==> src/rtl/gb2d_pkg.sv <==
// Shared types and constants for the streaming Gaussian smoothing filter.
// No dependencies; imported by gb2d_front, gb2d_queue, gb2d_back and the top level.
package gb2d_pkg;

    localparam int MAX_WIDTH   = 1024;
    localparam int MAX_RADIUS  = 3;
    localparam int LS_DEPTH    = 16384;
    localparam int LS_AW       = 14;
    localparam int QUEUE_DEPTH = 4;
    localparam int QUEUE_AW    = 2;
    localparam int ACC_W       = 46;
    localparam int PROD_W      = 34;
    localparam int TERM_W      = 42;

    typedef enum logic [2:0] {
        CFG_IMAGE_WIDTH   = 3'd0,
        CFG_IMAGE_HEIGHT  = 3'd1,
        CFG_KERNEL_RADIUS = 3'd2,
        CFG_WEIGHT_CENTER = 3'd3,
        CFG_WEIGHT_OFF1   = 3'd4,
        CFG_WEIGHT_OFF2   = 3'd5,
        CFG_WEIGHT_OFF3   = 3'd6
    } cfg_index_t;

    typedef enum logic [1:0] {
        BK_IDLE,
        BK_RUN,
        BK_DRAIN,
        BK_DONE
    } back_state_t;

    typedef struct packed {
        logic [10:0] w;
        logic [12:0] h;
        logic [1:0]  rad;
    } geom_t;

    typedef logic [3:0][16:0] weights_t;

    typedef struct packed {
        logic [LS_AW-1:0] head;
        logic [LS_AW-1:0] cnt;
        logic [12:0]      row;
        logic [9:0]       col;
        logic             last;
    } job_t;

endpackage

==> src/rtl/gb2d_in_if.sv <==
// Input channel: valid/ready handshake with one pixel item.
// Depends on nothing.
interface gb2d_in_if;
    logic       valid;
    logic       ready;
    logic       action;
    logic [7:0] pixel;

    modport source (output valid, action, pixel, input ready);
    modport sink (input valid, action, pixel, output ready);
endinterface

==> src/rtl/gb2d_front.sv <==
// Front end: accepts pixels, writes the history memory, tracks frame position
// and queues one job per output pixel. Depends on gb2d_pkg, gb2d_in_if.
module gb2d_front
    import gb2d_pkg::*;
(
    input  logic             clk,
    input  logic             rst_n,
    gb2d_in_if.sink          in_ch,
    input  geom_t            geom,
    input  logic             restart,
    input  logic             q_full,
    output logic             push,
    output job_t             push_job,
    output logic             mem_we,
    output logic [LS_AW-1:0] mem_waddr,
    output logic [7:0]       mem_wdata
);

    logic [LS_AW-1:0] head_reg, head_next;
    logic [LS_AW-1:0] wcnt_reg, wcnt_next;
    logic [11:0]      lead_cnt_reg;
    logic [12:0]      row_reg;
    logic [9:0]       col_reg;
    logic [11:0]      lead;
    logic             accept;
    logic             fire;
    logic             last;
    logic             row_end;

    assign in_ch.ready = !q_full;
    assign accept      = in_ch.valid && in_ch.ready;

    assign lead    = ({10'b0, geom.rad} * {1'b0, geom.w}) + {10'b0, geom.rad};
    assign fire    = accept && (lead_cnt_reg == lead);
    assign row_end = ({1'b0, col_reg} + 11'd1) >= geom.w;
    assign last    = row_end && (({1'b0, row_reg} + 14'd1) >= {1'b0, geom.h});

    assign head_next = head_reg + LS_AW'(1);
    assign wcnt_next = (&wcnt_reg) ? wcnt_reg : wcnt_reg + LS_AW'(1);

    assign mem_we    = accept;
    assign mem_waddr = head_next;
    assign mem_wdata = in_ch.action ? 8'd0 : in_ch.pixel;

    assign push          = fire;
    assign push_job.head = head_next;
    assign push_job.cnt  = wcnt_next;
    assign push_job.row  = row_reg;
    assign push_job.col  = col_reg;
    assign push_job.last = last;

    always_ff @(posedge clk or negedge rst_n)
    begin
        if (!rst_n)
        begin
            head_reg     <= '0;
            wcnt_reg     <= '0;
            lead_cnt_reg <= '0;
            row_reg      <= '0;
            col_reg      <= '0;
        end
        else
        begin
            if (accept)
            begin
                head_reg <= head_next;
                wcnt_reg <= wcnt_next;
            end
            if (restart)
            begin
                lead_cnt_reg <= '0;
                row_reg      <= '0;
                col_reg      <= '0;
            end
            else if (fire)
            begin
                // advance output position; wrap to a new frame on its last pixel
                if (last)
                begin
                    lead_cnt_reg <= '0;
                    row_reg      <= '0;
                    col_reg      <= '0;
                end
                else if (row_end)
                begin
                    col_reg <= '0;
                    row_reg <= row_reg + 13'd1;
                end
                else
                begin
                    col_reg <= col_reg + 10'd1;
                end
            end
            else if (accept)
            begin
                lead_cnt_reg <= lead_cnt_reg + 12'd1;
            end
        end
    end

endmodule

==> src/flat_wrapper.sv <==
// flat-port wrapper written by rule: the top's interface ports become plain ports
module gb2d_front_flat import gb2d_pkg::*;
  (clk, rst_n, geom, restart, q_full, push, push_job, mem_we, mem_waddr, mem_wdata, in_ch_valid, in_ch_action, in_ch_pixel, in_ch_ready);
  gb2d_in_if in_ch_i ();
  input  logic clk;
  input  logic rst_n;
  input  geom_t geom;
  input  logic restart;
  input  logic q_full;
  output logic push;
  output job_t push_job;
  output logic mem_we;
  output logic [LS_AW-1:0] mem_waddr;
  output logic [7:0] mem_wdata;
  input wire logic [$bits(in_ch_i.valid)-1:0] in_ch_valid;
  input wire logic [$bits(in_ch_i.action)-1:0] in_ch_action;
  input wire logic [$bits(in_ch_i.pixel)-1:0] in_ch_pixel;
  output wire logic [$bits(in_ch_i.ready)-1:0] in_ch_ready;
  assign in_ch_i.valid = in_ch_valid;
  assign in_ch_i.action = in_ch_action;
  assign in_ch_i.pixel = in_ch_pixel;
  assign in_ch_ready = in_ch_i.ready;
  gb2d_front u_core (.clk(clk), .rst_n(rst_n), .in_ch(in_ch_i), .geom(geom), .restart(restart), .q_full(q_full), .push(push), .push_job(push_job), .mem_we(mem_we), .mem_waddr(mem_waddr), .mem_wdata(mem_wdata));
endmodule
==> config.mk <==
export PLATFORM = sky130hd
export DESIGN_NAME = gb2d_front_flat
export DESIGN_NICKNAME = d
export VERILOG_FILES = /design/src/rtl/gb2d_pkg.sv /design/src/rtl/gb2d_in_if.sv /design/src/rtl/gb2d_front.sv /design/src/flat_wrapper.sv
export SDC_FILE = /design/constraint.sdc
export NUM_CORES = 1
export LEC_CHECK = 0
export CAP_MARGIN = 20
export CORE_ASPECT_RATIO = 1.5
export CORE_MARGIN = 3
export CORE_UTILIZATION = 30
export DETAILED_ROUTE_END_ITERATION = 8
export DONT_BUFFER_PORTS = 1
export PLACE_DENSITY_LB_ADDON = 0.3
export SYNTH_ARGS = -nofsm -noshare
export SYNTH_HDL_FRONTEND = slang
export SYNTH_SLANG_ARGS = --single-unit
==> constraint.sdc <==
create_clock -name clk -period 7.8 [get_ports clk]
set_input_delay 1.56 -clock clk [delete_from_list [all_inputs] [get_ports clk]]
set_output_delay 1.56 -clock clk [all_outputs]
set_load 0.005 [all_outputs]
# After elaboration in Yosys (flattened, before gate mapping)
# Cells that the tools add are included.
# word_totals
regBits	63
wordCells	42
output_inout_bits	77
in_bits	40
# op_classes
n_mul	1
magnitude_cmp	2
reduce_logical	10
n_addsub	8
mux	14
n_eq_ne	2
# op_table
cell	n
13-bit 2-to-1 mux	4
12-bit 2-to-1 mux	4
10-bit 2-to-1 mux	4
14-bit by 1-bit adder with 14-bit output (second input constant)	2
13-bit by 1-bit adder with 14-bit output (second input constant)	1
14-bit by 13-bit >= comparator with 1-bit output	1
14-bit 2-to-1 mux	1
14-bit AND reduction	1
13-bit by 1-bit adder with 13-bit output (second input constant)	1
12-bit by 1-bit adder with 12-bit output (second input constant)	1
12-bit by 2-bit adder with 12-bit output	1
12-bit == test	1
2-bit by 11-bit multiplier with 12-bit output	1
10-bit by 1-bit adder with 11-bit output (second input constant)	1
11-bit >= comparator	1
10-bit by 1-bit adder with 10-bit output (second input constant)	1
8-bit 2-to-1 mux	1
3-bit nonzero test	2
2-bit AND reduction	2
1-bit logical AND	3
3-bit by 2-bit inequality test with 1-bit output (second input constant)	1
2-bit nonzero test	1
1-bit logical NOT	1

# Longest topological paths before layout
# depth
depth_word	6
depth_mapped	16
ltp_nobuf	15

# Worst setup path before layout
# Ideal clock, no wire load.
# synth_path
path_type	in2out
startpoint	input geom[0] in the netlist's numbering
endpoint	output push
path_stages	15
n_path_buf	3
path_slack_ns	1.695
arrival_ns	4.545
t_required_ns	6.240
cell_sequence	clkbuf_1 > nand2_1 > fa_1 > inv_1 > ha_1 > inv_1 > fa_1 > xnor3_1 > nor4_2 > nand4_1 > nor4b_2 > nand4_2 > buf_6 > clkbuf_1 > nor2_1
# synth_via
elab_chain_cells	4
# synth_lines
element	line	rtl
from (decl)	flat_wrapper.sv:7	input geom_t geom;
2-bit by 11-bit multiplier with 12-bit output	gb2d_front.sv:33	assign lead = ({10'b0, geom.rad} * {1'b0, geom.w}) + {10'b0, geom.rad};
12-bit by 2-bit adder with 12-bit output (*)	gb2d_front.sv:33	
12-bit == test (*)	gb2d_front.sv:34	assign fire = accept && (lead_cnt_reg == lead);
1-bit logical AND (*)	gb2d_front.sv:34	
to (decl)	flat_wrapper.sv:10	output logic push;
# Mark *: on every way between the ends. The rest lies on a longest branch, timed or not.

# Worst setup path in the final report
# layout_path
startpoint	input geom[1] in the netlist's numbering
endpoint	output push
# The elaborated chain is that of the path after synthesis.

==> impl_metrics.json <==
{
  "ff_latch_area_um2": 1577,
  "status": "finished, final reports clean",
  "ant_nets": 0,
  "first_pass_iters": 4,
  "worstPathRequired_ns": 6.24,
  "grt_antenna_before_repair": 0,
  "syn_to_final_growth_pct": 7.365,
  "cts_resized": 0,
  "clock_sinks": 63,
  "post_dp_cell_area_um2": 5841,
  "fin_tns_setup_ns": 0,
  "r2r-end": "u_core.lead_cnt_reg[7]$_DFFE_PN0P_",
  "wl_per_cell_um": 16.52,
  "p_clk_share_pct": 39.9,
  "grt_pass1_wl_um": 25060,
  "mostFrequentLayoutCells": "nand2_1, dfrtp_1, xnor2_1",
  "dpl.hpwl_um": 11340,
  "endpoint_kind": "output pin",
  "n_antenna_cell": 0,
  "fill_cells": 2033,
  "die_x_um": 118.8,
  "cts_buffer_depth": 2,
  "reg2reg_depth": 16,
  "synth_top_area_share_pct": 27.53,
  "hold_path_depth": 1,
  "maxCapViolCount": 0,
  "syn_nets": 784,
  "pwr-share-comb_pct": 21.7,
  "ys_ff_latch": 63,
  "worstHoldEndpoint": "u_core.head_reg[13]$_DFFE_PN0P_",
  "synth_warnings": 0,
  "stdcell_area_um2": 6147,
  "multi_input_area_um2": 3727,
  "p_sw_share_pct": 31.92,
  "viasPerCell": 5.178,
  "die_h_um": 175.2,
  "fin_skew_ns": 0.009611,
  "pwr-share-seq_pct": 38.4,
  "core_um2": 18620,
  "grtUsageTotal_pct": 14.80,
  "setup_violations": 0,
  "setup_slack_ns": 1.421,
  "cts_inserted_buffers": 9,
  "seq_area_frac_synth_pct": 27.53,
  "post-cts-setup-buffers": 0,
  "hold_buffers": 0,
  "period_needed_ns": 6.379,
  "p_int_uw": 712.1,
  "grt_pass1_vias": 4917,
  "crit_arrival_ns": 4.82,
  "synthCells": 694,
  "avgSynthCellArea_um2": 8.250,
  "gp_congestion": 0.7960,
  "drive_gt1_share_pct": 4.918,
  "slew_viol_final": 0,
  "r2r_setup_slack_ns": 3.20,
  "power_uw": 1046,
  "initial_utilization_pct": 30.74,
  "worstHoldPathType": "reg2reg",
  "worst-path-max-fanout": 26,
  "synth.area.top_cells": "dfrtp_1, ha_1, xnor2_1",
  "reg2reg_from": "u_core.row_reg[0]$_DFFE_PN0P_",
  "synthFlopType": "dfrtp_1",
  "max-vdd-ir-drop_mv": 0.1258,
  "synth_area_leader_cell": "dfrtp_1",
  "grt_start_max_net_pins": 64,
  "root_buffer": "clkbuf_16",
  "synth-edff-count": 0,
  "drt-initial-drc-count": 146,
  "num_rows": 61,
  "rsz0062_at_grt": "false",
  "grt-ovfl-total": 0,
  "synthArstFlopShare_pct": 100.0,
  "synth_cell_types": 62,
  "fmax_ghz": 0.1568,
  "cts_tree": "done",
  "dp_slack_ns": 1.373,
  "worstMarginPinSlew_ns": 0.9231,
  "min_from": "u_core.head_reg[13]$_DFFE_PN0P_",
  "period_share_pct": 81.78,
  "p_switching_uw": 333.8,
  "io_pins": 117,
  "fp.dieArea_um2": 20810,
  "htreeDepth": 3,
  "holdWs_ns": 0.4880,
  "routed-via-count": 4779,
  "hold_viol": 0,
  "powerDensity_nw_per_um2": 170.1,
  "final_nets": 757,
  "insertion_delay_ns": 0.34,
  "leakagePower_uw": 0.002867,
  "crit_type": "in2out",
  "slew_headroom_pct": 38.05,
  "routed_wl_um": 15250,
  "io_buffers": 0,
  "clkSlewWorstSetupHoldPaths_ns": 0.05,
  "worst_setup_path_start_kind": "input port",
  "syn_area_um2": 5725,
  "drc": 0,
  "final_common_cell": "nand2_1"
}
## power groups by stage
stage / Combinational, uW / Sequential, uW / Clock [uW]
floorplan: 223 / 392 / 0
global placement: 227 / 407 / 0
detailed placement: 228 / 407 / 0
CTS: 229 / 402 / 432
global route: 260 / 407 / 448
finish: 227 / 401 / 418
## logic make-up after synthesis
| kind of cell | Yosys count | synth area share, % |
|---|---|---|
| adder cells (fa/ha/maj) | 50 | 11.19 |
| XOR/XNOR | 78 | 12.17 |
| multiplexers | 9 | 1.639 |
| AND/OR/NAND/NOR | 286 | 26.77 |
| AO/OA/AOI/OAI | 114 | 13.33 |
| flip-flops | 63 | 27.53 |
| buffers and inverters | 94 | 7.364 |
## metal layers
metal / wire length [um] / share of wire, % / up-vias / global-route usage [%]
met5: 0 / 0 / - / 0
li1: - / - / 2378 / -
met4: 210 / 1.4 / 0 / 4.157
met2: 8213 / 54 / 82 / 27.97
met1: 6192 / 41 / 2305 / 16.35
met3: 630 / 4.1 / 14 / 3.465
## cell type report
cell class / instances / area share, %
Multi-Input combinational cell: 537 / 60.63
Clock inverter: 3 / 0.6920
Inverter: 51 / 3.114
Clock buffer: 12 / 4.173
Timing Repair Buffer: 5 / 0.6106
Tap cell: 252 / 5.129
Sequential cell: 63 / 25.65
## cells in the mapped netlist, types with 6 or more instances
master,n
o41ai_1,6
mux2i_1,6
xnor2_1,52
xor2_1,25
nor3_1,15
nand4_1,20
or4b_1,12
nor2_1,46
buf_4,15
dfrtp_1,63
o21ai_0,22
a31oi_1,15
and3_1,24
nand3_1,37
a21oi_1,22
clkbuf_1,22
nor2b_1,15
a21o_1,8
nand2_1,71
and2_1,15
inv_1,50
ha_1,48
## metrics by stage
stage / util [%] / std cells
floorplan: - / 694
global placement: 31.36 / 907
detailed placement: 31.36 / 907
CTS: 32.97 / 922
global route: 33.01 / 923
finish: 33.01 / 923
## worst max-delay path: stages
cell     delay [ns]
inv_2          0.14
fa_1           0.42
inv_1          0.07
ha_1           0.16
inv_1          0.05
fa_1           0.39
xnor3_1        0.36
nor4_2         0.27
nand4_1        0.17
nor4b_2        0.32
nand4_2        0.53
nor2_1         0.38
## worst max path at each step
| stage | from | to | slack, ns |
|---|---|---|---|
| final | geom[1] | push | 1.42 |
| after global routing | geom[1] | push | 1.05 |
| after CTS | geom[1] | push | 1.37 |
| after global placement | geom[1] | push | 1.45 |
| after floorplan | geom[0] | push | 1.70 |
| after detailed placement | geom[1] | push | 1.37 |
No activity file was read; power rests on OpenSTA's default activity.
