===== src/rtl/gb2d_pkg.sv =====
// Shared types and constants for the streaming Gaussian smoothing filter.
// No dependencies; imported by gb2d_front, gb2d_queue, gb2d_back and the top level.
package gb2d_pkg;

    localparam int MAX_WIDTH   = 1024;
    localparam int MAX_RADIUS  = 3;
    localparam int LS_DEPTH    = 16384;
    localparam int LS_AW       = 14;
    localparam int QUEUE_DEPTH = 4;
    localparam int QUEUE_AW    = 2;
    localparam int ACC_W       = 46;
    localparam int PROD_W      = 34;
    localparam int TERM_W      = 42;

    typedef enum logic [2:0] {
        CFG_IMAGE_WIDTH   = 3'd0,
        CFG_IMAGE_HEIGHT  = 3'd1,
        CFG_KERNEL_RADIUS = 3'd2,
        CFG_WEIGHT_CENTER = 3'd3,
        CFG_WEIGHT_OFF1   = 3'd4,
        CFG_WEIGHT_OFF2   = 3'd5,
        CFG_WEIGHT_OFF3   = 3'd6
    } cfg_index_t;

    typedef enum logic [1:0] {
        BK_IDLE,
        BK_RUN,
        BK_DRAIN,
        BK_DONE
    } back_state_t;

    typedef struct packed {
        logic [10:0] w;
        logic [12:0] h;
        logic [1:0]  rad;
    } geom_t;

    typedef logic [3:0][16:0] weights_t;

    typedef struct packed {
        logic [LS_AW-1:0] head;
        logic [LS_AW-1:0] cnt;
        logic [12:0]      row;
        logic [9:0]       col;
        logic             last;
    } job_t;

endpackage


===== src/rtl/gb2d_queue.sv =====
// Short job FIFO between the front end and the convolution back end.
// Depends on gb2d_pkg.
module gb2d_queue
    import gb2d_pkg::*;
(
    input  logic clk,
    input  logic rst_n,
    input  logic push,
    input  job_t push_job,
    output logic full,
    input  logic pop,
    output job_t pop_job,
    output logic empty
);

    job_t                slot_reg [QUEUE_DEPTH];
    logic [QUEUE_AW-1:0] wr_ptr_reg;
    logic [QUEUE_AW-1:0] rd_ptr_reg;
    logic [QUEUE_AW:0]   count_reg;

    assign full    = count_reg == (QUEUE_AW+1)'(QUEUE_DEPTH);
    assign empty   = count_reg == '0;
    assign pop_job = slot_reg[rd_ptr_reg];

    always_ff @(posedge clk)
    begin
        if (push)
        begin
            slot_reg[wr_ptr_reg] <= push_job;
        end
    end

    always_ff @(posedge clk or negedge rst_n)
    begin
        if (!rst_n)
        begin
            wr_ptr_reg <= '0;
            rd_ptr_reg <= '0;
            count_reg  <= '0;
        end
        else
        begin
            if (push)
            begin
                wr_ptr_reg <= wr_ptr_reg + QUEUE_AW'(1);
            end
            if (pop)
            begin
                rd_ptr_reg <= rd_ptr_reg + QUEUE_AW'(1);
            end
            if (push && !pop)
            begin
                count_reg <= count_reg + (QUEUE_AW+1)'(1);
            end
            else if (pop && !push)
            begin
                count_reg <= count_reg - (QUEUE_AW+1)'(1);
            end
        end
    end

    a_no_overflow: assert property (@(posedge clk) disable iff (!rst_n)
        push |-> (!full || pop))
        else $error("job pushed into full queue");

    a_no_underflow: assert property (@(posedge clk) disable iff (!rst_n)
        pop |-> !empty)
        else $error("job popped from empty queue");

    a_count_up: assert property (@(posedge clk) disable iff (!rst_n)
        (push && !pop) |=> count_reg == $past(count_reg) + (QUEUE_AW+1)'(1))
        else $error("queue count did not advance on push");

endmodule


===== config.mk =====
export PLATFORM = sky130hd
export DESIGN_NAME = gb2d_queue
export DESIGN_NICKNAME = d
export VERILOG_FILES = /design/src/rtl/gb2d_pkg.sv /design/src/rtl/gb2d_queue.sv
export SDC_FILE = /design/constraint.sdc
export NUM_CORES = 1
export LEC_CHECK = 0
export ABC_AREA = 1
export BUFFER_PORTS_ARGS = -buffer_cell sky130_fd_sc_hd__buf_4
export CAP_MARGIN = 25
export CORE_MARGIN = 5
export CORE_UTILIZATION = 52
export DETAILED_ROUTE_END_ITERATION = 8
export PLACE_DENSITY_LB_ADDON = 0.25
export SKIP_LAST_GASP = 1
export SLEW_MARGIN = 15
export SYNTH_ARGS = -nofsm -noshare
export SYNTH_HDL_FRONTEND = slang
export SYNTH_SLANG_ARGS = --single-unit
export TNS_END_PERCENT = 1

===== constraint.sdc =====
create_clock -name clk -period 2.05 [get_ports clk]
set_input_delay 0.1025 -clock clk [delete_from_list [all_inputs] [get_ports clk]]
set_output_delay 0.1025 -clock clk [all_outputs]
set_load 0.02 [all_outputs]

# --- After elaboration in Yosys (flattened, before gate mapping) ---
# Memories as Yosys holds them, arrays and structs flattened.
# Cells that the tools add are included.
totals:
  ff_bits: 7
  wordCells: 19
  mem_count: 1
  mem_bits_rw: 208
op_classes:
  muxes: 4
  addsub: 4
  reduce_logical: 6
  eq_ne: 1
mem_list:
  columns: ["memory", "words", "word_bits", "rd", "rd_ports_with_merged_regs", "write_ports", "line_no", "rtl"]
  rows:
  - ["slot_reg", 4, 52, 1, 0, 1, "gb2d_queue.sv:16", "job_t slot_reg [QUEUE_DEPTH];"]
ops:
  columns: ["op", "count"]
  rows:
  - ["$mux 3", 2]
  - ["$add 2x1->2 const B", 2]
  - ["$add 3x1->3 const B", 1]
  - ["$eq 3x3->1 const B", 1]
  - ["$logic_not 3->1", 1]
  - ["$sub 3x1->3 const B", 1]
  - ["$logic_and 1x1->1", 2]
  - ["$logic_not 1->1", 2]
  - ["$mux 1", 2]
  - ["$reduce_bool 2->1", 1]

# --- Longest topological paths before layout ---
depth:
  depth_word: 4
  depth_mapped: 9
  depth_no_buf: 9

# --- Least setup slack after synthesis ---
# Ideal clock, no wire load.
synth_timing:
  path_kind: "flip-flop to flip-flop"
  startpoint: "register wr_ptr_reg[0]"
  endpoint: "memory slot_reg[2][0] in the netlist's numbering (enable)"
  setup_slack_ns: -0.040
  stages_incl_launch_ff: 5
  t_required_ns: 1.644
  arrival_time_ns: 1.683
  cell_sequence: "dfrtp_1 > inv_1 > ha_1 > nand2_1 > inv_1"
synth_rtl:
  columns: ["item", "line_no", "rtl"]
  rows:
  - ["from (decl)", "gb2d_queue.sv:17", "logic [QUEUE_AW-1:0] wr_ptr_reg;"]
  - ["from (signal assigned)", "gb2d_queue.sv:45", "wr_ptr_reg <= wr_ptr_reg + QUEUE_AW'(1);"]
  - ["to (decl)", "gb2d_queue.sv:16", null]
# Straight into the memory's write port.

==> flow_summary.html <==
<table>
<tr><th>Metric</th><th>Value</th></tr>
<tr><th colspan="2">Synthesis</th></tr>
<tr><td>Primary flip-flop cell chosen by synthesis mapping</td><td>sky130_fd_sc_hd__edfxtp_1</td></tr>
<tr><td>Fraction of synthesized cell area taken by the top area cell type</td><td>72.5%</td></tr>
<tr><td>Number of synthesized flops with an enable pin</td><td>208</td></tr>
<tr><td>Async set-or-reset flop fraction in the synthesized netlist</td><td>3.26%</td></tr>
<tr><td>Post-synthesis sequential area ratio</td><td>74.6%</td></tr>
<tr><td>Synthesized flop and latch total</td><td>215</td></tr>
<tr><td>Count of distinct cell types in the synthesized netlist</td><td>17</td></tr>
<tr><td>Leading cell type by number of instances after synthesis</td><td>sky130_fd_sc_hd__edfxtp_1</td></tr>
<tr><td>Most instantiated cells after synthesis</td><td>sky130_fd_sc_hd__edfxtp_1, sky130_fd_sc_hd__nand2_1, sky130_fd_sc_hd__inv_1, sky130_fd_sc_hd__o211ai_1, sky130_fd_sc_hd__buf_2</td></tr>
<tr><td>Netlist area before placement</td><td>8610 sq um</td></tr>
<tr><td>Syn Area/Cell</td><td>13.2 sq um</td></tr>
<tr><td>Post-synthesis cell type with the largest combined area</td><td>sky130_fd_sc_hd__edfxtp_1</td></tr>
<tr><td>Number of nets in the synthesized netlist</td><td>716</td></tr>
<tr><td>Count of warnings emitted by yosys</td><td>0</td></tr>
<tr><td>Syn Inst Count</td><td>654</td></tr>
<tr><td>Largest cells by area after synthesis</td><td>sky130_fd_sc_hd__edfxtp_1, sky130_fd_sc_hd__o211ai_1, sky130_fd_sc_hd__nand2_1</td></tr>
<tr><th colspan="2">Power and ir drop</th></tr>
<tr><td>Leakage power figure</td><td>0.00448 uW</td></tr>
<tr><td>Ratio of total power to cell area</td><td>1450 nW/um^2</td></tr>
<tr><td>Worst IR drop on VDD</td><td>0.860 mV</td></tr>
<tr><th colspan="2">Global route</th></tr>
<tr><td>Antenna violations before repair</td><td>2</td></tr>
<tr><td>Pin count of the biggest net entering global routing</td><td>57</td></tr>
<tr><td>Total track usage</td><td>17.8%</td></tr>
<tr><td>GR Overflow Total</td><td>0</td></tr>
<tr><td>Via count of the first global-routing pass</td><td>5565</td></tr>
<tr><td>Global-route wire length before repair</td><td>27.8 mm</td></tr>
<tr><th colspan="2">STA</th></tr>
<tr><td>Transition time of the tightest slew-check pin</td><td>493 ps</td></tr>
<tr><td>Total count of hold-check failures in the final report</td><td>0</td></tr>
<tr><td>Setup violation total in the final timing report</td><td>0</td></tr>
<tr><td>Post-Route Skew</td><td>7.78 ps</td></tr>
<tr><td>Final Cycle Share</td><td>94.7%</td></tr>
<tr><td>Slew headroom</td><td>67.0%</td></tr>
<tr><td>Max Slew Vio Count</td><td>0</td></tr>
<tr><td>Highest attainable clock frequency</td><td>515 MHz</td></tr>
<tr><td>Shortest period the worst path allows</td><td>1940 ps</td></tr>
<tr><td>Final setup TNS</td><td>0 ps</td></tr>
<tr><td>Setup repair after global routing missed its margin</td><td>no</td></tr>
<tr><th colspan="2">Critical path</th></tr>
<tr><td>Critical Path Source Type</td><td>register</td></tr>
<tr><td>Critical R2R Launch</td><td>wr_ptr_reg[0]$_DFFE_PN0P_</td></tr>
<tr><td>Critical path required time</td><td>1950 ps</td></tr>
<tr><td>Worst r2r path cells</td><td>5</td></tr>
<tr><td>Startpoint-to-endpoint class of the critical path</td><td>reg -&gt; out</td></tr>
<tr><td>Critical path arrival</td><td>1840 ps</td></tr>
<tr><td>Launch point of the worst path</td><td>rd_ptr_reg[0]$_DFFE_PN0P_</td></tr>
<tr><td>Worst-path maximum fanout</td><td>56</td></tr>
<tr><td>Crit end category</td><td>output pin</td></tr>
<tr><th colspan="2">Floorplan</th></tr>
<tr><td>Floorplan die height</td><td>139 um</td></tr>
<tr><td>Num ports</td><td>110</td></tr>
<tr><td>Die span in x</td><td>139 um</td></tr>
<tr><td>Core Rows</td><td>47</td></tr>
<tr><td>Total Die Area</td><td>19200 sq um</td></tr>
<tr><td>Starting density of the core</td><td>52.5%</td></tr>
<tr><td>Placeable core region</td><td>16400 sq um</td></tr>
<tr><th colspan="2">Place</th></tr>
<tr><td>Port Buffers</td><td>109</td></tr>
<tr><td>Placer congestion estimate</td><td>0.763</td></tr>
<tr><td>Placed wire-length estimate after detailed placement</td><td>10.4 mm</td></tr>
<tr><th colspan="2">CTS</th></tr>
<tr><td>Cts bufs inserted</td><td>22</td></tr>
<tr><td>Worst skew pair latency</td><td>490 ps</td></tr>
<tr><td>Buffer levels on the longest clock path</td><td>3</td></tr>
<tr><td>Clock H-tree levels</td><td>1</td></tr>
<tr><td>Num Clock Sinks</td><td>215</td></tr>
<tr><td>Clock-pin slew reported for the worst setup and hold paths after clock tree synthesis</td><td>50 ps</td></tr>
<tr><td>CTS tree</td><td>done</td></tr>
<tr><td>Clock root buffer master</td><td>sky130_fd_sc_hd__clkbuf_16</td></tr>
<tr><th colspan="2">Min path</th></tr>
<tr><td>Worst Hold Class</td><td>in -&gt; reg</td></tr>
<tr><td>Number of stages on the worst hold path</td><td>3</td></tr>
<tr><td>Worst Hold Launch</td><td>pop</td></tr>
<tr><th colspan="2">Routing</th></tr>
<tr><td>Post-DR wirelength/cell</td><td>16.2 um</td></tr>
<tr><td>Number of DRC violations after detailed-routing iteration 0</td><td>235</td></tr>
<tr><td>Via total after detailed routing</td><td>5270</td></tr>
<tr><td>Total Wirelength</td><td>17.4 mm</td></tr>
<tr><td>DRT antenna net count</td><td>0</td></tr>
<tr><td>Number of DRC violations after detailed routing</td><td>0</td></tr>
<tr><td>Number of optimization iterations in the first detailed-route pass</td><td>5</td></tr>
<tr><td>Mean number of vias per cell</td><td>4.93</td></tr>
<tr><th colspan="2">Finish</th></tr>
<tr><td>Total number of nets in the final design</td><td>893</td></tr>
<tr><td>Synth-to-layout area growth</td><td>28.5%</td></tr>
<tr><td>Number of flip-flops under the largest register name</td><td>208</td></tr>
<tr><td>Final core area utilization</td><td>67.4%</td></tr>
<tr><td>Fraction of layout cells with a size suffix above 1</td><td>19.8%</td></tr>
<tr><th colspan="2">Job</th></tr>
<tr><td>Number of max-cap violations</td><td>0</td></tr>
<tr><th colspan="2">Run status</th></tr>
<tr><td>Outcome</td><td>complete, no violations</td></tr>
</table>
## repair_timing
action                     in CTS  in global routing
buffers inserted                1                  1
hold buffers                   56                  0
resized for setup               0                  3
hold endpoints to repair      219                  0
setup endpoints to repair       9                 25
## stage by stage
step	cells	instance area [sq um]	hold WS, ps	power [uW]	worst slack, ps
after floorplan	654	8610	-193	9860	-39.6
after global placement	969	9780	-80.9	12100	262
after detailed placement	969	9780	-74.1	12300	234
after CTS	1066	11000	322	16300	28.4
after global routing	1069	11100	340	17000	14.3
final	1069	11100	345	16100	109
## where the power goes
group	internal [uW]	switching, uW	total, uW
Sequential	5760	302	6060
Combinational	2390	3860	6250
Clock	2260	1520	3780
## cells by family (layout without fill, tap and decap cells)
family	after synthesis	count (layout)	share of synthesized area (%)
compound gates	105	105	9.13
buf+inv	151	344	7.31
other cells	0	2	0
fa+ha+maj	6	6	0.959
xor+xnor	4	4	0.407
simple gates	173	173	7.62
flops	215	215	74.6
## layout make-up
cell class              instances  area, sq um
well taps                     220          275
diodes                          2         5.00
clock buffers                  39          686
fillers                      1137         5350
repair buffers                188         1660
inverters                     116          442
clock inverters                 1         8.76
flip-flops and latches        215         6430
multi-input cells             288         1560
## routing by layer
metal / up-vias / global-route usage (%) / part of all wire, %
li1: 2617 / - / -
met1: 2505 / 21.7 / 41
met2: 119 / 31.7 / 52
met3: 29 / 3.41 / 4.4
met4: 0 / 6.28 / 2.1
met5: - / 0 / 0
## layout by cell type (no fill, tap or decap), types with 2 or more instances in the layout
cell type / count
sky130_fd_sc_hd__buf_12: 8
sky130_fd_sc_hd__buf_4: 122
sky130_fd_sc_hd__buf_6: 2
sky130_fd_sc_hd__clkbuf_1: 11
sky130_fd_sc_hd__clkbuf_16: 23
sky130_fd_sc_hd__clkbuf_8: 5
sky130_fd_sc_hd__dfrtp_1: 5
sky130_fd_sc_hd__diode_2: 2
sky130_fd_sc_hd__dlygate4sd3_1: 56
sky130_fd_sc_hd__edfxtp_1: 208
sky130_fd_sc_hd__ha_1: 5
sky130_fd_sc_hd__inv_1: 111
sky130_fd_sc_hd__inv_2: 3
sky130_fd_sc_hd__nand2_1: 169
sky130_fd_sc_hd__nor3_1: 2
sky130_fd_sc_hd__o211ai_1: 104
sky130_fd_sc_hd__xor2_1: 3
## worst max-delay path: stages, from the launching register on
cell and delay (ps):
sky130_fd_sc_hd__dfrtp_4 590, sky130_fd_sc_hd__buf_12 220, sky130_fd_sc_hd__o211ai_1 250, sky130_fd_sc_hd__nand2_1 100, sky130_fd_sc_hd__buf_4 170
## worst paths after layout
check	endpoint	slack (ps)
setup / recovery	pop_job[5]	110
hold / removal	rd_ptr_reg[0]$_DFFE_PN0P_	340
setup reg to reg	slot_reg[2][19]$_DFFE_PP_	240
hold reg to reg	count_reg[2]$_DFFE_PN0P_	530
max in group asynchronous	rd_ptr_reg[0]$_DFFE_PN0P_	1180
min in group asynchronous	count_reg[1]$_DFFE_PN0P_	580
No activity file was read; power rests on OpenSTA's default activity.
