===== src/rtl/gb2d_pkg.sv =====
// Shared types and constants for the streaming Gaussian smoothing filter.
// No dependencies; imported by gb2d_front, gb2d_queue, gb2d_back and the top level.
package gb2d_pkg;

    localparam int MAX_WIDTH   = 1024;
    localparam int MAX_RADIUS  = 3;
    localparam int LS_DEPTH    = 16384;
    localparam int LS_AW       = 14;
    localparam int QUEUE_DEPTH = 4;
    localparam int QUEUE_AW    = 2;
    localparam int ACC_W       = 46;
    localparam int PROD_W      = 34;
    localparam int TERM_W      = 42;

    typedef enum logic [2:0] {
        CFG_IMAGE_WIDTH   = 3'd0,
        CFG_IMAGE_HEIGHT  = 3'd1,
        CFG_KERNEL_RADIUS = 3'd2,
        CFG_WEIGHT_CENTER = 3'd3,
        CFG_WEIGHT_OFF1   = 3'd4,
        CFG_WEIGHT_OFF2   = 3'd5,
        CFG_WEIGHT_OFF3   = 3'd6
    } cfg_index_t;

    typedef enum logic [1:0] {
        BK_IDLE,
        BK_RUN,
        BK_DRAIN,
        BK_DONE
    } back_state_t;

    typedef struct packed {
        logic [10:0] w;
        logic [12:0] h;
        logic [1:0]  rad;
    } geom_t;

    typedef logic [3:0][16:0] weights_t;

    typedef struct packed {
        logic [LS_AW-1:0] head;
        logic [LS_AW-1:0] cnt;
        logic [12:0]      row;
        logic [9:0]       col;
        logic             last;
    } job_t;

endpackage


===== src/rtl/gb2d_out_if.sv =====
// Output channel: valid/ready handshake with one smoothed pixel.
// Depends on nothing.
interface gb2d_out_if;
    logic       valid;
    logic       ready;
    logic [7:0] smoothed;
    logic       frame_end;

    modport source (output valid, smoothed, frame_end, input ready);
    modport sink (input valid, smoothed, frame_end, output ready);
endinterface


===== src/rtl/gb2d_back.sv =====
// Back end: walks the kernel window of one job tap by tap, accumulates
// pixel times weight products, rounds, saturates and holds the result.
// Depends on gb2d_pkg, gb2d_out_if.
module gb2d_back
    import gb2d_pkg::*;
(
    input  logic             clk,
    input  logic             rst_n,
    input  geom_t            geom,
    input  weights_t         weights,
    input  logic             q_empty,
    input  job_t             q_job,
    output logic             pop,
    output logic             mem_re,
    output logic [LS_AW-1:0] mem_raddr,
    input  logic [7:0]       mem_rdata,
    gb2d_out_if.source       out_ch
);

    back_state_t state_reg, state_next;

    job_t               job_reg;
    logic [2:0]         i_reg, j_reg;
    logic [LS_AW-1:0]   rowoff_reg;
    logic [ACC_W-1:0]   acc_reg;
    logic               b_v_reg, b_m_reg;
    logic [PROD_W-1:0]  prod_reg;
    logic               t_v_reg;
    logic [TERM_W-1:0]  term_reg;
    logic               out_v_reg;
    logic [7:0]         smooth_reg;
    logic               fe_reg;

    logic [2:0]         span;
    logic               last_col, last_tap;
    logic [LS_AW-1:0]   tap_dist;
    logic signed [14:0] tr;
    logic signed [11:0] tc;
    logic               tap_ok;
    logic [2:0]         ri, ci;
    logic [16:0]        wr, wc;
    logic [TERM_W-1:0]  term_mul;
    logic               load_out;
    logic [13:0]        q;
    logic [31:0]        frac;
    logic               round_up;
    logic [14:0]        q_rnd;
    logic [7:0]         q_sat;

    assign span     = {geom.rad, 1'b0};
    assign last_col = j_reg == span;
    assign last_tap = last_col && (i_reg == span);

    // tap (i,j) sits at row offset R-i and column offset R-j
    assign tap_dist = rowoff_reg + LS_AW'(j_reg);
    assign tr   = $signed({2'b00, job_reg.row}) + $signed({13'b0, geom.rad})
                - $signed({12'b0, i_reg});
    assign tc   = $signed({2'b00, job_reg.col}) + $signed({10'b0, geom.rad})
                - $signed({9'b0, j_reg});
    assign tap_ok = !tr[14] && (tr[13:0] < {1'b0, geom.h})
                 && !tc[11] && (tc[10:0] < geom.w)
                 && (tap_dist < job_reg.cnt);

    assign ri = (i_reg >= {1'b0, geom.rad}) ? i_reg - {1'b0, geom.rad}
                                            : {1'b0, geom.rad} - i_reg;
    assign ci = (j_reg >= {1'b0, geom.rad}) ? j_reg - {1'b0, geom.rad}
                                            : {1'b0, geom.rad} - j_reg;
    assign wr = weights[ri[1:0]];
    assign wc = weights[ci[1:0]];

    assign mem_re    = state_reg == BK_RUN;
    assign mem_raddr = job_reg.head - tap_dist;

    assign term_mul = {34'b0, mem_rdata} * {8'b0, prod_reg};

    assign q        = acc_reg[ACC_W-1:32];
    assign frac     = acc_reg[31:0];
    assign round_up = (frac > 32'h8000_0000) || ((frac == 32'h8000_0000) && q[0]);
    assign q_rnd    = {1'b0, q} + {14'b0, round_up};
    assign q_sat    = (q_rnd > 15'd255) ? 8'd255 : q_rnd[7:0];

    assign out_ch.valid     = out_v_reg;
    assign out_ch.smoothed  = smooth_reg;
    assign out_ch.frame_end = fe_reg;

    always_ff @(posedge clk or negedge rst_n)
    begin
        if (!rst_n)
        begin
            state_reg <= BK_IDLE;
        end
        else
        begin
            state_reg <= state_next;
        end
    end

    always_comb
    begin
        state_next = state_reg;
        pop        = 1'b0;
        load_out   = 1'b0;
        case (state_reg)
            BK_IDLE:
            begin
                if (!q_empty)
                begin
                    pop        = 1'b1;
                    state_next = BK_RUN;
                end
            end
            BK_RUN:
            begin
                if (last_tap)
                begin
                    state_next = BK_DRAIN;
                end
            end
            BK_DRAIN:
            begin
                if (!b_v_reg && !t_v_reg)
                begin
                    state_next = BK_DONE;
                end
            end
            BK_DONE:
            begin
                // hold until the output register frees up
                if (!out_v_reg || out_ch.ready)
                begin
                    load_out   = 1'b1;
                    state_next = BK_IDLE;
                end
            end
            default:
            begin
                state_next = BK_IDLE;
            end
        endcase
    end

    always_ff @(posedge clk)
    begin
        if (pop)
        begin
            job_reg <= q_job;
        end
        prod_reg <= {17'b0, wr} * {17'b0, wc};
        b_m_reg  <= tap_ok;
        term_reg <= b_m_reg ? term_mul : '0;
        if (load_out)
        begin
            smooth_reg <= q_sat;
            fe_reg     <= job_reg.last;
        end
    end

    always_ff @(posedge clk or negedge rst_n)
    begin
        if (!rst_n)
        begin
            i_reg      <= '0;
            j_reg      <= '0;
            rowoff_reg <= '0;
            acc_reg    <= '0;
            b_v_reg    <= 1'b0;
            t_v_reg    <= 1'b0;
            out_v_reg  <= 1'b0;
        end
        else
        begin
            b_v_reg <= state_reg == BK_RUN;
            t_v_reg <= b_v_reg;
            if (pop)
            begin
                i_reg      <= '0;
                j_reg      <= '0;
                rowoff_reg <= '0;
                acc_reg    <= '0;
            end
            else
            begin
                if (state_reg == BK_RUN)
                begin
                    if (last_col)
                    begin
                        j_reg      <= '0;
                        i_reg      <= i_reg + 3'd1;
                        rowoff_reg <= rowoff_reg + LS_AW'(geom.w);
                    end
                    else
                    begin
                        j_reg <= j_reg + 3'd1;
                    end
                end
                if (t_v_reg)
                begin
                    acc_reg <= acc_reg + {4'b0, term_reg};
                end
            end
            if (load_out)
            begin
                out_v_reg <= 1'b1;
            end
            else if (out_ch.ready)
            begin
                out_v_reg <= 1'b0;
            end
        end
    end

    a_pop_only_idle: assert property (@(posedge clk) disable iff (!rst_n)
        pop |-> state_reg == BK_IDLE)
        else $error("job taken while busy");

    a_load_keeps_result: assert property (@(posedge clk) disable iff (!rst_n)
        (out_v_reg && !out_ch.ready) |-> !load_out)
        else $error("pending result overwritten");

    a_pipe_empty_done: assert property (@(posedge clk) disable iff (!rst_n)
        (state_reg == BK_DONE) |-> (!b_v_reg && !t_v_reg))
        else $error("rounding before accumulation finished");

endmodule


===== src/flat_wrapper.sv =====
// flat-port wrapper written by rule: the top's interface ports become plain ports
module gb2d_back_flat import gb2d_pkg::*;
  (clk, rst_n, geom, weights, q_empty, q_job, pop, mem_re, mem_raddr, mem_rdata, out_ch_valid, out_ch_smoothed, out_ch_frame_end, out_ch_ready);
  gb2d_out_if out_ch_i ();
  input  logic clk;
  input  logic rst_n;
  input  geom_t geom;
  input  weights_t weights;
  input  logic q_empty;
  input  job_t q_job;
  output logic pop;
  output logic mem_re;
  output logic [LS_AW-1:0] mem_raddr;
  input  logic [7:0] mem_rdata;
  output wire logic [$bits(out_ch_i.valid)-1:0] out_ch_valid;
  output wire logic [$bits(out_ch_i.smoothed)-1:0] out_ch_smoothed;
  output wire logic [$bits(out_ch_i.frame_end)-1:0] out_ch_frame_end;
  input wire logic [$bits(out_ch_i.ready)-1:0] out_ch_ready;
  assign out_ch_valid = out_ch_i.valid;
  assign out_ch_smoothed = out_ch_i.smoothed;
  assign out_ch_frame_end = out_ch_i.frame_end;
  assign out_ch_i.ready = out_ch_ready;
  gb2d_back u_core (.clk(clk), .rst_n(rst_n), .geom(geom), .weights(weights), .q_empty(q_empty), .q_job(q_job), .pop(pop), .mem_re(mem_re), .mem_raddr(mem_raddr), .mem_rdata(mem_rdata), .out_ch(out_ch_i));
endmodule

===== config.mk =====
export PLATFORM = sky130hd
export DESIGN_NAME = gb2d_back_flat
export DESIGN_NICKNAME = d
export VERILOG_FILES = /design/src/rtl/gb2d_pkg.sv /design/src/rtl/gb2d_out_if.sv /design/src/rtl/gb2d_back.sv /design/src/flat_wrapper.sv
export SDC_FILE = /design/constraint.sdc
export NUM_CORES = 2
export LEC_CHECK = 0
export CAP_MARGIN = 20
export CORE_UTILIZATION = 50
export DETAILED_ROUTE_END_ITERATION = 7
export DONT_BUFFER_PORTS = 1
export GPL_TIMING_DRIVEN = 0
export PLACE_DENSITY = 0.62
export SKIP_CTS_REPAIR_TIMING = 1
export SYNTH_ARGS = -nofsm -noshare
export SYNTH_HDL_FRONTEND = slang
export SYNTH_SLANG_ARGS = --single-unit

===== constraint.sdc =====
create_clock -name clk -period 10.8 [get_ports clk]
set_clock_uncertainty 0.2 [all_clocks]
set_input_delay 2.16 -clock clk [delete_from_list [all_inputs] [get_ports clk]]
set_output_delay 2.16 -clock clk [all_outputs]
set_load 0.1 [all_outputs]

== Word level (Yosys, flattened, before mapping) ==
Index checks and enable logic that the tools add are counted.
W data, S select, Z words.

* Add/sub/neg operators: 15
* $mul: 2
* Divide/modulo/power cells: 0
* Order comparisons: 9
* Eq/ne operators: 10
* Shift-type cells: 0
* Multiplexer cells: 28
* Bitwise operators: 0
* Reductions and logical operators: 21

{| class="wikitable"
|+ Operators by type and width
! cell !! number
|-
| $mux W46 || 2
|-
| $bmux W17 S2 || 2
|-
| $add A46 B42 Y46 || 1
|-
| $mul A8 B34 Y42 || 1
|-
| $mux W14 || 3
|-
| $mul A17 B17 Y34 || 1
|-
| $mux W17 || 2
|-
| $eq A32 B32 Y1 const B || 1
|-
| $gt A32 B32 Y1 const B || 1
|-
| $mux W3 || 6
|-
| $add A14 B1 Y15 || 1
|-
| $gt A15 B8 Y1 const B || 1
|-
| $sub A14 B3 Y15 || 1
|-
| $add A13 B2 Y14 || 1
|-
| $add A14 B11 Y14 || 1
|-
| $add A14 B3 Y14 || 1
|-
| $lt A14 B13 Y1 || 1
|-
| $lt A14 B14 Y1 || 1
|-
| $sub A14 B14 Y14 || 1
|-
| $mux W2 || 6
|-
| $sub A11 B3 Y12 || 1
|-
| $add A10 B2 Y11 || 1
|-
| $lt A11 B11 Y1 || 1
|-
| $pmux W2 S4 || 1
|-
| 17 further kinds || 46
|}

* Flip-flop bits (word level): 209
* Bits in latches: 0
* Bits in writable memories: 0
* Memory bits (read-only): 0
* Input bits: 158
* Output and inout bits: 26
* Logic and storage cells: 103
* Memories: 0

== Logic depth before layout (Yosys ltp) ==
* Word-level depth: 7
* Gate-level depth with buffers: 35
* Mapped depth without buffers: 31

== Worst setup path after synthesis ==
No wires, ideal clock.

* Path kind: input to register
* From: input port geom[1] in the netlist's numbering
* To: register u_core.prod_reg[32]
* Arrival: 9.511 ns
* Setup slack: 0.969 ns
* Stages on the path: 32
* Buffers on the path: 3
* Cell sequence: inv_1 ha_1 nor3b_1 o21ai_0 o211a_1 buf_2 buf_2 nand2_1 nand2_1 o21ai_1 clkbuf_1 nor2_1 fa_1 inv_1 fa_1 fa_1 inv_1 fa_1 fa_1 inv_1 fa_1 inv_1 ha_1 a21oi_1 o22ai_1 a211oi_1 a21oi_2 o41a_1 a41o_1 a221oi_2 a21oi_2 xor2_1

* Cells in the longest elaborated chain, start to end: 5
* Elaborated cells between the ends (all ways): 13
* Classes of those cells: add/sub (4); mul (1); order compare (2); mux (6)

{| class="wikitable"
|+ Ends and longest elaborated chain
! element !! RTL line !! RTL
|-
| start, declared || flat_wrapper.sv:7 || <nowiki>input geom_t geom;</nowiki>
|-
| $ge A3 B2 Y1 (tied with other cells) || gb2d_back.sv:64 || <nowiki>assign ri = (i_reg >= {1'b0, geom.rad}) ? i_reg - {1'b0, geom.rad}</nowiki>
|-
| $mux W2 (on tied branches) || gb2d_back.sv:64, gb2d_back.sv:66 ||
|-
| $bmux W17 S2 (on tied branches) || gb2d_back.sv:68, gb2d_back.sv:69 ||
|-
| $mux W17 (on tied branches) || gb2d_back.sv:68, gb2d_back.sv:69 ||
|-
| $mul A17 B17 Y34 (*) || gb2d_back.sv:148 || <nowiki>prod_reg <= {17'b0, wr} * {17'b0, wc};</nowiki>
|-
| end signal, assigned || gb2d_back.sv:148 ||
|-
| end, declared || gb2d_back.sv:27 || <nowiki>logic [PROD_W-1:0] prod_reg;</nowiki>
|}

Mark *: on every way between the ends. The rest lies on a longest branch, timed or not. The select of a mux whose other input is x is not followed.
A chain may end at the register's enable or synchronous reset.

== Worst setup path in the final report ==
* From: input port geom[0] in the netlist's numbering
* To: register u_core.prod_reg[32]

The elaborated chain is that of the path after synthesis.

==> run_summary.xml <==
<?xml version="1.0" encoding="UTF-8"?>
<metrics>
  <group name="run_status">
    <metric name="status" unit="">completed</metric>
  </group>
  <group name="worst_setup_path">
    <metric name="worstReg2RegEnd" unit="">u_core.prod_reg[32]</metric>
    <metric name="critical_path.startpoint_type" unit="">input port</metric>
    <metric name="worstPathBufferInverterCount" unit="">8</metric>
    <metric name="critical_path_class" unit="">in2reg</metric>
    <metric name="crit_family" unit="">adder cells</metric>
    <metric name="regToRegSetupSlack" unit="ns">1.69</metric>
    <metric name="worst_setup_path_end_kind" unit="">register</metric>
    <metric name="timing.critical_path.slowest_stage_cell" unit="">sky130_fd_sc_hd__o21ai_1</metric>
    <metric name="critPathMaxFanout" unit="">10</metric>
    <metric name="required" unit="ns">11.01</metric>
    <metric name="worst_ep_arrival_time" unit="ns">10.53</metric>
    <metric name="r2r_cells" unit="">30</metric>
    <metric name="worst_path_largest_cell_delay" unit="ns">0.57</metric>
    <metric name="r2r_startpoint" unit="">u_core.i_reg[0]</metric>
    <metric name="crit_path_frequent_cell" unit="">sky130_fd_sc_hd__fa_1</metric>
  </group>
  <group name="die">
    <metric name="die-area" unit="mm2">0.06314</metric>
    <metric name="initial_utilization" unit="%">50.44</metric>
    <metric name="die_width" unit="um">251.3</metric>
    <metric name="die_y" unit="um">251.3</metric>
    <metric name="io_pins" unit="">184</metric>
    <metric name="num_rows" unit="">91</metric>
    <metric name="placeableCoreArea" unit="mm2">0.06160</metric>
  </group>
  <group name="timing">
    <metric name="finalWorstPathRequiredPeriod" unit="ns">10.32</metric>
    <metric name="worst_slack" unit="ns">0.4771</metric>
    <metric name="worst-slew-pin-transition" unit="ns">1.165</metric>
    <metric name="maxSlewHeadroom" unit="%">22.28</metric>
    <metric name="hold_violations" unit="">0</metric>
    <metric name="rsz0062_at_grt" unit="">no</metric>
    <metric name="timing_limited_maximum_frequency" unit="MHz">96.87</metric>
    <metric name="min_period_over_period" unit="%">95.58</metric>
    <metric name="final-max-slew-violation-count" unit="">0</metric>
    <metric name="timing.final.setup_violations" unit="">0</metric>
  </group>
  <group name="min_path">
    <metric name="holdCritPathClass" unit="">reg2reg</metric>
    <metric name="worst_hold_path_startpoint" unit="">u_core.b_v_reg</metric>
    <metric name="min_delay_worst_endpoint" unit="">u_core.t_v_reg</metric>
    <metric name="timing.hold.worst_path_depth" unit="">0</metric>
  </group>
  <group name="layout">
    <metric name="share_of_post_route_cells_with_drive_strength_above_1" unit="%">3.623</metric>
    <metric name="largest_register_ff_count" unit="">52</metric>
    <metric name="num-nets-final" unit="">4444</metric>
    <metric name="area.growth.synth_to_final" unit="%">6.657</metric>
  </group>
  <group name="yosys">
    <metric name="ys.flop_type" unit="">sky130_fd_sc_hd__dfxtp_1</metric>
    <metric name="synth_cell_type_count" unit="">81</metric>
    <metric name="postSynthCellCount" unit="">3508</metric>
    <metric name="mappedNetlistArea" unit="mm2">0.03107</metric>
    <metric name="synthesis.nets" unit="">4409</metric>
    <metric name="synthTopCellsByArea" unit="">sky130_fd_sc_hd__fa_1 27%, sky130_fd_sc_hd__ha_1 13%, sky130_fd_sc_hd__inv_1 6.7%, sky130_fd_sc_hd__nand2_1 6.0%, sky130_fd_sc_hd__edfxtp_1 5.9%</metric>
    <metric name="synth.ff_latch_count" unit="">209</metric>
    <metric name="postSynth.asyncResetShare" unit="%">33.97</metric>
    <metric name="synth-edff-count" unit="">61</metric>
    <metric name="synth-warning-count" unit="">0</metric>
    <metric name="ys_seq_area_share" unit="%">16.57</metric>
    <metric name="synth_area_per_cell" unit="um2">8.857</metric>
    <metric name="yosys.area.top_type" unit="">sky130_fd_sc_hd__fa_1</metric>
    <metric name="netlist.area_leader.share" unit="%">27.32</metric>
  </group>
  <group name="routing">
    <metric name="detail_route.iter0.violations" unit="">1577</metric>
    <metric name="avgRoutedWirePerCell" unit="um">18.11</metric>
    <metric name="first_pass_iters" unit="">6</metric>
    <metric name="totalWireLength" unit="mm">79.65</metric>
    <metric name="route.antenna.remaining_nets" unit="">0</metric>
    <metric name="overall_via_count_from_detail_route" unit="">24100</metric>
    <metric name="viasPerCell" unit="">5.479</metric>
    <metric name="drc_errors" unit="">0</metric>
  </group>
  <group name="clock_network">
    <metric name="ctsRootBufferMaster" unit="">sky130_fd_sc_hd__clkbuf_16</metric>
    <metric name="htree_num_levels" unit="">1</metric>
    <metric name="cts_max_path_buffers" unit="">3</metric>
    <metric name="tritoncts" unit="">yes</metric>
    <metric name="clock-sinks" unit="">209</metric>
    <metric name="cts_inserted_buffers" unit="">25</metric>
    <metric name="clk_pin_slew_worst_paths" unit="ns">0.05</metric>
    <metric name="clkLatencyLatePin" unit="ns">0.53</metric>
  </group>
  <group name="place">
    <metric name="place_hpwl" unit="mm">65.68</metric>
    <metric name="gp_routability_congestion" unit="">0.8980</metric>
    <metric name="dp_worst_setup_slack" unit="ns">-0.3660</metric>
    <metric name="port-buffer-count" unit="">0</metric>
  </group>
  <group name="run">
    <metric name="maxCapViolations" unit="">0</metric>
  </group>
  <group name="grt">
    <metric name="antenna_found_initial" unit="">2</metric>
    <metric name="first_global_vias" unit="">23484</metric>
    <metric name="maximum_number_of_pins_on_one_net_before_global_route_repair" unit="">72</metric>
    <metric name="groute.usage.overall" unit="%">25.40</metric>
    <metric name="grt_pass1_wl" unit="mm">126.5</metric>
    <metric name="overall_overflow_remaining_after_global_route" unit="">0</metric>
  </group>
</metrics>
[cells by family (layout without fill, tap and decap cells)]
logic type | count (synthesis) | after routing | synth area share [%]
muxes | 48 | 48 | 2.279
other | 0 | 1 | 0
and+or+nand+nor | 1142 | 1142 | 17.11
DFF | 209 | 209 | 16.57
AOI/OAI and AO/OA | 546 | 546 | 11.45
adders and majority gates | 743 | 743 | 40.16
buffers and inverters | 668 | 721 | 8.138
xor gates and xnor gates | 152 | 152 | 4.285
[placed cells by master (no fill, tap or decap), drive strengths merged, types with 11 or more instances in the layout]
cell type / netlist / final
nor2: 227 / 227
buf: 21 / 29
clkbuf: 94 / 134
nand3: 45 / 45
a21o: 69 / 69
mux4: 18 / 18
fa: 424 / 424
xor2: 61 / 61
nor3: 29 / 29
o211ai: 14 / 14
a31oi: 17 / 17
and2: 164 / 164
o21ai: 116 / 116
and3: 24 / 24
nor2b: 40 / 40
a211oi: 24 / 24
dfrtp: 71 / 71
nand4: 18 / 18
o21a: 42 / 42
xnor2: 91 / 91
mux2i: 28 / 28
edfxtp: 61 / 61
inv: 552 / 553
nand2: 494 / 494
ha: 319 / 319
nand2b: 42 / 42
a21oi: 162 / 162
o21bai: 17 / 17
nor4: 11 / 11
dfxtp: 77 / 77
and4: 11 / 11
[synthesized netlist by cell type, drive strengths merged, types with 11 or more instances]
library cell,n
inv,552
nand2,494
fa,424
ha,319
nor2,227
and2,164
a21oi,162
o21ai,116
clkbuf,94
xnor2,91
dfxtp,77
dfrtp,71
a21o,69
edfxtp,61
xor2,61
nand3,45
nand2b,42
o21a,42
nor2b,40
nor3,29
mux2i,28
a211oi,24
and3,24
buf,21
mux4,18
nand4,18
a31oi,17
o21bai,17
o211ai,14
and4,11
nor4,11
[metal layers]
| layer | up-vias | track usage [%] | wire length, um |
|---|---|---|---|
| met1 | 11880 | 35.67 | 35740 |
| li1 | 11428 | - | - |
| met5 | - | 0 | 0 |
| met3 | 115 | 3.262 | 4755 |
| met4 | 0 | 6.916 | 2093 |
| met2 | 677 | 41.26 | 37060 |
[metrics by stage]
| step | area [um2] | TNS (ns) | util, % | cells | hold slack, ns |
|---|---|---|---|---|---|
| after CTS | 33100 | 0 | 53.74 | 4398 | 0.1802 |
| after detailed placement | 32330 | -1.685 | 52.49 | 4353 | 0.1686 |
| final | 33140 | 0 | 53.80 | 4399 | 0.1779 |
| after global routing | 33140 | 0 | 53.80 | 4399 | 0.2038 |
| after global placement | 32120 | -1.823 | 52.14 | 4345 | 0.1628 |
| after floorplan | 31070 | 0 | - | 3508 | 0.1488 |
[cell type report]
type                       instances  area [um2]
fill                            5826       28460
multi-input combinational       2631       23500
sequential                       209        5150
inverter                         553        2076
tap                              837        1047
clock buffer                      40       732.0
buffer                           113       451.7
timing repair buffer              10       147.6
clock inverter                     5       37.54
antenna                            1       2.502
[how the worst max path moves through the flow]
stage	startpoint	to	slack (ns)	depth (start not counted)
after floorplan	geom[1]	u_core.prod_reg[32]	0.97	32
after global placement	geom[1]	u_core.prod_reg[33]	-0.39	31
after detailed placement	geom[1]	u_core.prod_reg[32]	-0.37	31
after CTS	geom[1]	u_core.prod_reg[33]	0.18	31
after global routing	geom[0]	u_core.prod_reg[32]	0.01	31
final	geom[0]	u_core.prod_reg[32]	0.48	31
Power is not shown: default switching activity piles up to over one toggle a cycle in this logic, so the estimate is an artifact.
